--- config.mk ---
export PLATFORM = sky130hd
export DESIGN_NAME = shell_word_tokenizer
export DESIGN_NICKNAME = d
export VERILOG_FILES = /design/src/rtl/swt_pkg.sv /design/src/rtl/shell_word_tokenizer.sv /design/src/rtl/swt_scan.sv /design/src/rtl/swt_result_fifo.sv
export SDC_FILE = /design/constraint.sdc
export NUM_CORES = 1
export LEC_CHECK = 0
export ABC_CLOCK_PERIOD_IN_PS = 4540
export BUFFER_PORTS_ARGS = -buffer_cell sky130_fd_sc_hd__clkbuf_2
export CAP_MARGIN = 40
export CORE_ASPECT_RATIO = 2
export CORE_UTILIZATION = 40
export CTS_CLUSTER_SIZE = 20
export DETAILED_ROUTE_END_ITERATION = 7
export GPL_TIMING_DRIVEN = 0
export PLACE_DENSITY_LB_ADDON = 0.15
export SLEW_MARGIN = 5
export SYNTH_ARGS = -nofsm -noshare
export SYNTH_HDL_FRONTEND = slang
export SYNTH_SLANG_ARGS = --single-unit
--- constraint.sdc ---
create_clock -name clk -period 4.54 [get_ports clk]
set_input_delay 0.227 -clock clk [delete_from_list [all_inputs] [get_ports clk]]
set_output_delay 0.227 -clock clk [all_outputs]
set_load 0.02 [all_outputs]
--- src/rtl/swt_pkg.sv ---
`default_nettype none
// ----------------------------------------------------------------------------
// swt_pkg
// Types and character codes shared by the shell word tokenizer modules.
// ----------------------------------------------------------------------------
package swt_pkg;

    typedef enum logic [2:0] {
        SCAN_GAP  = 3'd0,
        SCAN_WORD = 3'd1,
        SCAN_SQ   = 3'd2,
        SCAN_DQ   = 3'd3,
        SCAN_DQBS = 3'd4,
        SCAN_BS   = 3'd5,
        SCAN_DROP = 3'd6
    } scan_mode_t;

    typedef enum logic [1:0] {
        KIND_BYTE     = 2'd0,
        KIND_WORD_END = 2'd1,
        KIND_CMD_END  = 2'd2
    } item_kind_t;

    localparam logic [7:0] CH_NUL    = 8'h00;
    localparam logic [7:0] CH_TAB    = 8'h09;
    localparam logic [7:0] CH_LF     = 8'h0a;
    localparam logic [7:0] CH_CR     = 8'h0d;
    localparam logic [7:0] CH_SPACE  = 8'h20;
    localparam logic [7:0] CH_DQUOTE = 8'h22;
    localparam logic [7:0] CH_DOLLAR = 8'h24;
    localparam logic [7:0] CH_SQUOTE = 8'h27;
    localparam logic [7:0] CH_STAR   = 8'h2a;
    localparam logic [7:0] CH_QMARK  = 8'h3f;
    localparam logic [7:0] CH_BSLASH = 8'h5c;
    localparam logic [7:0] CH_BTICK  = 8'h60;
    localparam logic [7:0] CH_QSTAR  = 8'h01;
    localparam logic [7:0] CH_QQMARK = 8'h02;

    localparam int MAX_RESULTS = 3;
    localparam int RES_DEPTH   = 8;
    localparam int RES_PTR_W   = 3;
    localparam int RES_CNT_W   = 4;

    typedef struct packed {
        item_kind_t  kind;
        logic [7:0]  data;
        logic [5:0]  word;
        logic        last;
    } result_t;

    typedef struct packed {
        logic [1:0]        count;
        result_t [2:0]     res;
    } result_group_t;

    function automatic logic is_space(input logic [7:0] b);
        return (b == CH_SPACE) || (b == CH_TAB) || (b == CH_CR) || (b == CH_LF);
    endfunction

    function automatic logic [7:0] quoted(input logic [7:0] b);
        if (b == CH_STAR)
            return CH_QSTAR;
        else if (b == CH_QMARK)
            return CH_QQMARK;
        return b;
    endfunction

    function automatic logic dq_special(input logic [7:0] b);
        return (b == CH_DQUOTE) || (b == CH_DOLLAR) || (b == CH_BSLASH) ||
               (b == CH_BTICK) || (b == CH_LF);
    endfunction

endpackage
`default_nettype wire

--- src/rtl/shell_word_tokenizer.sv ---
`default_nettype none
// ----------------------------------------------------------------------------
// shell_word_tokenizer
// Splits a command text into shell words, one text byte per request.
//
// Input channel text_valid/text_ready carries text_byte; byte 0 ends the
// command. Output channel result_valid/result_ready carries item_kind,
// out_byte, word_number and last, one result item per request.
// A byte is held in an input register and scanned there; its results are
// written to an eight-entry result queue once the queue has room, and the
// output shows the head of that queue, so a result passes the input
// register and the queue before it appears.
// One byte is taken per cycle while the queue has room. The output side moves
// one result per cycle while the receiver is ready, so bytes causing two or
// three results (escapes in double quotes, command end) grow the queue, and
// the input is held while the queue holds more than five results.
// Reset empties the input register and the queue and returns the scanner to
// between words with no words counted. When the receiver stalls, results
// wait in the queue and the input keeps being taken until the queue holds
// more than five results.
// ----------------------------------------------------------------------------
module shell_word_tokenizer
    import swt_pkg::*;
#(
    parameter int MAX_TOKENS = 64
)
(
    input  wire logic       clk,
    input  wire logic       rst_n,
    input  wire logic       text_valid,
    output logic            text_ready,
    input  wire logic [7:0] text_byte,
    output logic            result_valid,
    input  wire logic       result_ready,
    output logic [1:0]      item_kind,
    output logic [7:0]      out_byte,
    output logic [5:0]      word_number,
    output logic            last
);

    localparam int CNT_W = $clog2(MAX_TOKENS);

    logic [7:0]       byte_reg;
    logic             full_reg;
    logic             full_next;
    scan_mode_t       mode_reg;
    scan_mode_t       mode_next;
    logic [CNT_W-1:0] count_reg;
    logic [CNT_W-1:0] count_next;
    result_group_t    group;
    result_t          head;
    logic             space_ok;
    logic             fire;
    logic             take;

    assign fire       = full_reg && space_ok;
    assign text_ready = !full_reg || fire;
    assign take       = text_valid && text_ready;
    assign full_next  = take || (full_reg && !fire);

    swt_scan #(
        .MAX_TOKENS (MAX_TOKENS),
        .CNT_W      (CNT_W)
    ) u_scan (
        .text_byte  (byte_reg),
        .mode       (mode_reg),
        .count      (count_reg),
        .mode_next  (mode_next),
        .count_next (count_next),
        .group      (group)
    );

    swt_result_fifo u_fifo (
        .clk          (clk),
        .rst_n        (rst_n),
        .push         (fire),
        .group        (group),
        .space_ok     (space_ok),
        .result_valid (result_valid),
        .result_ready (result_ready),
        .head         (head)
    );

    always_ff @(posedge clk)
    begin
        if (take)
            byte_reg <= text_byte;
    end

    always_ff @(posedge clk or negedge rst_n)
    begin
        if (!rst_n)
        begin
            full_reg  <= 1'b0;
            mode_reg  <= SCAN_GAP;
            count_reg <= '0;
        end
        else
        begin
            full_reg <= full_next;
            if (fire)
            begin
                mode_reg  <= mode_next;
                count_reg <= count_next;
            end
        end
    end

    assign item_kind   = head.kind;
    assign out_byte    = head.data;
    assign word_number = head.word;
    assign last        = head.last;

endmodule
`default_nettype wire

--- src/rtl/swt_scan.sv ---
`default_nettype none
// ----------------------------------------------------------------------------
// swt_scan
// Per-byte scanner: from one text byte and the current scan state, works out
// the next state and the up to three result items the byte causes.
// ----------------------------------------------------------------------------
module swt_scan
    import swt_pkg::*;
#(
    parameter int MAX_TOKENS = 64,
    parameter int CNT_W      = 6
)
(
    input  wire logic [7:0]       text_byte,
    input  wire scan_mode_t       mode,
    input  wire logic [CNT_W-1:0] count,
    output scan_mode_t            mode_next,
    output logic [CNT_W-1:0]      count_next,
    output result_group_t         group
);

    localparam logic [CNT_W-1:0] LIMIT = CNT_W'(MAX_TOKENS - 1);

    logic [6:0] count7;
    logic [5:0] word_cur;
    logic [5:0] word_prev;
    logic       at_limit;

    assign count7    = 7'(count);
    assign word_cur  = count7[5:0];
    assign word_prev = 6'(count7 - 7'd1);
    assign at_limit  = (count >= LIMIT);

    // next state
    always_comb
    begin
        scan_mode_t cur;
        logic       go;
        cur        = mode;
        go         = 1'b1;
        mode_next  = mode;
        count_next = count;
        if (text_byte == CH_NUL)
        begin
            mode_next  = SCAN_GAP;
            count_next = '0;
        end
        else if (mode == SCAN_DROP)
        begin
            mode_next = SCAN_DROP;
        end
        else
        begin
            if (cur != SCAN_WORD && cur != SCAN_SQ && cur != SCAN_DQ &&
                cur != SCAN_DQBS && cur != SCAN_BS)
            begin
                if (is_space(text_byte))
                begin
                    go        = 1'b0;
                    mode_next = SCAN_GAP;
                end
                else if (at_limit)
                begin
                    go        = 1'b0;
                    mode_next = SCAN_DROP;
                end
                else
                begin
                    count_next = count + CNT_W'(1);
                    cur        = SCAN_WORD;
                end
            end
            if (go && cur == SCAN_DQBS)
            begin
                if (dq_special(text_byte))
                begin
                    go        = 1'b0;
                    mode_next = SCAN_DQ;
                end
                else
                begin
                    cur = SCAN_DQ;
                end
            end
            if (go)
            begin
                unique case (cur)
                    SCAN_SQ:
                    begin
                        mode_next = (text_byte == CH_SQUOTE) ? SCAN_WORD : SCAN_SQ;
                    end
                    SCAN_DQ:
                    begin
                        if (text_byte == CH_DQUOTE)
                            mode_next = SCAN_WORD;
                        else if (text_byte == CH_BSLASH)
                            mode_next = SCAN_DQBS;
                        else
                            mode_next = SCAN_DQ;
                    end
                    SCAN_BS:
                    begin
                        mode_next = SCAN_WORD;
                    end
                    default:
                    begin
                        if (text_byte == CH_BSLASH)
                            mode_next = SCAN_BS;
                        else if (text_byte == CH_SQUOTE)
                            mode_next = SCAN_SQ;
                        else if (text_byte == CH_DQUOTE)
                            mode_next = SCAN_DQ;
                        else if (is_space(text_byte))
                            mode_next = SCAN_GAP;
                        else
                            mode_next = SCAN_WORD;
                    end
                endcase
            end
        end
    end

    // result items
    always_comb
    begin
        scan_mode_t    cur;
        logic          go;
        logic [1:0]    n;
        logic [5:0]    w;
        result_t [2:0] res;
        cur = mode;
        go  = 1'b1;
        n   = 2'd0;
        w   = word_prev;
        res = '0;
        if (text_byte == CH_NUL)
        begin
            if (mode == SCAN_DQBS)
            begin
                res[n] = '{kind: KIND_BYTE, data: CH_BSLASH, word: w, last: 1'b0};
                n      = n + 2'd1;
            end
            if (mode == SCAN_WORD || mode == SCAN_SQ || mode == SCAN_DQ ||
                mode == SCAN_DQBS || mode == SCAN_BS)
            begin
                res[n] = '{kind: KIND_WORD_END, data: 8'h00, word: w, last: 1'b0};
                n      = n + 2'd1;
            end
            res[n] = '{kind: KIND_CMD_END, data: 8'h00, word: word_cur, last: 1'b0};
            n      = n + 2'd1;
        end
        else if (mode != SCAN_DROP)
        begin
            if (cur != SCAN_WORD && cur != SCAN_SQ && cur != SCAN_DQ &&
                cur != SCAN_DQBS && cur != SCAN_BS)
            begin
                if (is_space(text_byte) || at_limit)
                begin
                    go = 1'b0;
                end
                else
                begin
                    w   = word_cur;
                    cur = SCAN_WORD;
                end
            end
            if (go && cur == SCAN_DQBS)
            begin
                if (dq_special(text_byte))
                begin
                    res[n] = '{kind: KIND_BYTE, data: text_byte, word: w, last: 1'b0};
                    n      = n + 2'd1;
                    go     = 1'b0;
                end
                else
                begin
                    res[n] = '{kind: KIND_BYTE, data: CH_BSLASH, word: w, last: 1'b0};
                    n      = n + 2'd1;
                    cur    = SCAN_DQ;
                end
            end
            if (go)
            begin
                unique case (cur)
                    SCAN_SQ:
                    begin
                        if (text_byte != CH_SQUOTE)
                        begin
                            res[n] = '{kind: KIND_BYTE, data: quoted(text_byte),
                                       word: w, last: 1'b0};
                            n      = n + 2'd1;
                        end
                    end
                    SCAN_DQ:
                    begin
                        if (text_byte != CH_DQUOTE && text_byte != CH_BSLASH)
                        begin
                            res[n] = '{kind: KIND_BYTE, data: quoted(text_byte),
                                       word: w, last: 1'b0};
                            n      = n + 2'd1;
                        end
                    end
                    SCAN_BS:
                    begin
                        res[n] = '{kind: KIND_BYTE, data: quoted(text_byte),
                                   word: w, last: 1'b0};
                        n      = n + 2'd1;
                    end
                    default:
                    begin
                        if (is_space(text_byte))
                        begin
                            res[n] = '{kind: KIND_WORD_END, data: 8'h00, word: w,
                                       last: 1'b0};
                            n      = n + 2'd1;
                        end
                        else if (text_byte != CH_BSLASH && text_byte != CH_SQUOTE &&
                                 text_byte != CH_DQUOTE)
                        begin
                            res[n] = '{kind: KIND_BYTE, data: text_byte, word: w,
                                       last: 1'b0};
                            n      = n + 2'd1;
                        end
                    end
                endcase
            end
        end
        for (int i = 0; i < MAX_RESULTS; i++)
        begin
            res[i].last = (n != 2'd0) && (2'(i) == n - 2'd1);
        end
        group.count = n;
        group.res   = res;
    end

endmodule
`default_nettype wire

--- src/rtl/swt_result_fifo.sv ---
`default_nettype none
// ----------------------------------------------------------------------------
// swt_result_fifo
// Result queue: takes a group of up to three result items in one cycle and
// hands them out one per request on the output channel.
// ----------------------------------------------------------------------------
module swt_result_fifo
    import swt_pkg::*;
(
    input  wire logic          clk,
    input  wire logic          rst_n,
    input  wire logic          push,
    input  wire result_group_t group,
    output logic               space_ok,
    output logic               result_valid,
    input  wire logic          result_ready,
    output result_t            head
);

    result_t              mem [RES_DEPTH];
    logic [RES_PTR_W-1:0] wr_ptr_reg;
    logic [RES_PTR_W-1:0] wr_ptr_next;
    logic [RES_PTR_W-1:0] rd_ptr_reg;
    logic [RES_PTR_W-1:0] rd_ptr_next;
    logic [RES_CNT_W-1:0] count_reg;
    logic [RES_CNT_W-1:0] count_next;
    logic [1:0]           push_n;
    logic                 pop;

    assign push_n       = push ? group.count : 2'd0;
    assign pop          = result_valid && result_ready;
    assign result_valid = (count_reg != '0);
    assign space_ok     = (count_reg <= RES_CNT_W'(RES_DEPTH - MAX_RESULTS));
    assign head         = mem[rd_ptr_reg];

    assign wr_ptr_next = wr_ptr_reg + RES_PTR_W'(push_n);
    assign rd_ptr_next = rd_ptr_reg + RES_PTR_W'(pop);
    assign count_next  = count_reg + RES_CNT_W'(push_n) - RES_CNT_W'(pop);

    always_ff @(posedge clk)
    begin
        for (int i = 0; i < MAX_RESULTS; i++)
        begin
            if (2'(i) < push_n)
                mem[wr_ptr_reg + RES_PTR_W'(i)] <= group.res[i];
        end
    end

    always_ff @(posedge clk or negedge rst_n)
    begin
        if (!rst_n)
        begin
            wr_ptr_reg <= '0;
            rd_ptr_reg <= '0;
            count_reg  <= '0;
        end
        else
        begin
            wr_ptr_reg <= wr_ptr_next;
            rd_ptr_reg <= rd_ptr_next;
            count_reg  <= count_next;
        end
    end

endmodule
`default_nettype wire

==> results.yml <==
logic_synthesis:
  ys_ff_latch: 164
  synth_edf_count: 144
  yosysTopAreaCell: "edfxtp_1"
  synth-compound-area-share_pct: 18.88
  synth_fp_nets: 1088
  synth_ff_type: "edfxtp_1"
  synth-seq-area-share_pct: 45.79
  postSynthCellCount: 1058
  synth-xor-area-share_pct: 1.081
  synth_mux_area_share_pct: 9.464
  synth_top_family_by_area: "compound AO/OA/AOI/OAI gates"
  yosys.area_share.adder_pct: 2.375
  yosysTopAreaCellShare_pct: 41.04
  ys_warn_count: 0
  async_reset_ff_share_pct: 12.20
  synth_area_leaders: "edfxtp_1 (41%), mux4_2 (7.3%), nand2_1 (5.1%), nor2_1 (4.8%), dfrtp_1 (4.8%)"
  synthSimpleGateAreaFrac_pct: 18.47
  synth.cell_area_um2: 10540
  synth.distinct_cells: 79
  syn_avg_cell_area_um2: 9.959
sta:
  skew_ns: 0.01074
  slew_violations: 0
  fin_ws_ns: 0.05242
  finalSetupViolations: 0
  hold_viol: 0
  maxSlewHeadroom_pct: 38.49
  rsz0062_at_grt: "yes"
  fmax_mhz: 222.8
  period_share_pct: 98.85
  tightest_slew_ns: 0.9193
  period_needed_ns: 4.488
pwr:
  leakagePower_uw: 0.004550
  clkPwrFrac_pct: 18.2
  power_uw: 8034
  intPower_uw: 4677
  power_switching_uw: 3356
  seq_power_share_pct: 29.8
  ir_drop_mv: 0.3851
  p_comb_share_pct: 52.0
  switching_share_pct: 41.78
  p_per_area_nw_per_um2: 646.5
clock_network:
  clk_pin_slew_ns: 0.07
  clockBufferDepth: 2
  cts_made_buffers: 17
  htree_levels: 4
  cts_root_buf: "clkbuf_16"
  cts_tree: "yes"
  cts.sink_count: 164
  clock_latency_ns: 0.46
grt:
  grt_pass1_wl_um: 63050
  grt_max_degree: 21
  grt_pass1_vias: 9764
  overflow: 0
  grtUsageTotal_pct: 33.61
  antenna_found_initial: 0
final_layout:
  drive_gt1_share_pct: 19.51
  largest_reg_flops: 136
  fin_nets: 1196
  fillers: 2516
  antenna_cells: 0
  syn_to_final_growth_pct: 17.93
drt:
  vias: 9688
  dr.pass1.iters: 6
  route.detailed.drc: 0
  initialDrtViolationCount: 864
  postRouteWirelength_um: 43110
  wl_per_cell_um: 28.38
  antenna_left: 0
  vias_per_cell: 6.378
die:
  rows: 83
  initial_core_util_pct: 40.91
  fp.dieW_um: 116.8
  dieHeight_um: 231.5
  die-area_um2: 27030
  core_um2: 25750
  ios: 31
critical_path:
  critPathLaunchType: "flip-flop"
  critPathCaptureType: "flip-flop"
  arrival_ns: 4.65
  worstSetupPathType: "reg -> reg"
  critPathMaxFanout: 11
  required_ns: 4.70
placement:
  hpwlAfterDp_um: 32810
  dp_slack_ns: -0.5066
  gp_congestion: 1.007
  portBuffers: 30
run:
  drv_cap: 0
outcome:
  status: "completed"
hold_path:
  hp-class: "in -> reg"
worst paths after layout:
kind	from	to	slack (ns)	depth (start not counted)
max in group asynchronous	rst_n	u_fifo.wr_ptr_reg[0]$_DFF_PN0_	3.89	2
hold / removal	result_ready	u_fifo.rd_ptr_reg[0]$_DFF_PN0_	0.20	3
hold reg to reg	u_fifo.rd_ptr_reg[0]$_DFF_PN0_	u_fifo.rd_ptr_reg[0]$_DFF_PN0_	0.50	1
setup reg to reg	byte_reg[6]$_DFFE_PP_	u_fifo.mem[2][14]$_SDFFCE_PP0P_	0.05	14
min in group asynchronous	rst_n	count_reg[3]$_DFFE_PN0P_	0.28	2
setup / recovery	byte_reg[6]$_DFFE_PP_	u_fifo.mem[2][14]$_SDFFCE_PP0P_	0.05	14
metal layers:
| layer | vias up | track usage, % | share of wire, % |
|---|---|---|---|
| met1 | 4636 | 32.55 | 31 |
| met4 | 0 | 31.72 | 11 |
| met5 | - | 0 | 0 |
| met3 | 231 | 6.015 | 6.3 |
| li1 | 4257 | - | - |
| met2 | 564 | 58.32 | 51 |
cell usage after synthesis (4+ instances only):
cell / number
nand2_1: 142
o22ai_1: 17
a31oi_1: 7
and2_1: 7
or3_1: 5
o21ai_0: 51
o31a_1: 6
dfrtp_1: 20
edfxtp_1: 144
a22o_1: 6
nand3_1: 19
a22oi_1: 6
a211oi_1: 26
inv_1: 27
o21ai_1: 5
mux4_2: 34
nor3_1: 21
a21o_1: 6
mux2i_1: 4
o31ai_1: 6
nor4_1: 12
nor4_2: 4
clkbuf_1: 48
o211ai_1: 25
xnor2_1: 8
a21oi_1: 67
nor2_1: 136
buf_2: 15
a21boi_0: 4
xor2_1: 5
nand4_1: 14
and3_1: 15
nor2b_1: 4
a221oi_1: 26
nand2b_1: 9
ha_1: 16
buf_1: 9
mux2_2: 17
kinds of logic (layout without fill, tap and decap cells):
| kind of cell | Yosys count | after routing |
|---|---|---|
| buf+inv | 104 | 225 |
| xor+xnor | 13 | 13 |
| flops | 164 | 164 |
| fa+ha+maj | 19 | 19 |
| simple gates | 414 | 414 |
| compound gates | 289 | 289 |
| mux | 55 | 55 |
stage by stage:
step	util (%)	area (um2)	hold WS, ns	instances	setup TNS, ns
6_report	48.25	12430	0.2022	1519	0
5_1_grt	48.25	12430	0.2220	1519	-0.6946
4_1_cts	47.54	12240	0.2036	1508	0
3_5_place_dp	44.62	11490	0.2390	1463	-43.70
3_3_place_gp	43.15	11110	0.2562	1428	-262.27
2_1_floorplan	-	10540	-0.06859	1058	0
cell type report:
type                            instances  area, um2  share of cell area, %
Tap cell                              340      425.4                  3.424
Clock inverter                          8      56.30                 0.4531
Sequential cell                       164       4825                  38.83
Clock buffer                           24      536.8                  4.320
Multi-Input combinational cell        790       5429                  43.69
Buffer                                 74      317.8                  2.558
Timing Repair Buffer                   90      726.9                  5.850
Inverter                               29      108.9                 0.8760
placed cells by master (no fill, tap or decap), drive strengths merged, types with 27 or more instances in the layout:
cell	synthesis	layout
edfxtp	144	144
nand2	143	143
nor2	136	136
clkbuf	50	104
buf	25	74
a21oi	69	69
o21ai	58	58
mux4	34	34
inv	28	31
a221oi	27	27
a211oi	27	27
power by group through the flow:
stage	clock [uW]	sequential [uW]	combinational [uW]
2_1_floorplan	0	2370	2640
3_3_place_gp	0	2440	3810
3_5_place_dp	0	2430	4040
4_1_cts	1490	2390	4080
5_1_grt	1530	2430	4480
6_report	1460	2390	4180
worst max-delay path, cell delays in order, from the launching register on:
cell       delay (ns)
edfxtp_1         0.32
buf_2            0.23
nand4b_1         0.12
or4b_1           0.54
a21oi_4          0.31
clkbuf_4         0.28
nor2_1           0.07
ha_1             0.31
o21ai_2          0.09
a2111oi_4        0.55
or2_2            0.25
maj3_1           0.23
nand2b_1         0.11
o21ai_2          0.51
buf_8            0.26
timing repair:
action	in CTS	in global routing
pin swaps	1	6
hold endpoints to repair	29	0
endpoints found under the setup margin	154	203
hold buffers	10	0
gates resized for setup	12	15
buffers inserted	3	12
Power figures use the tool's default switching activity.
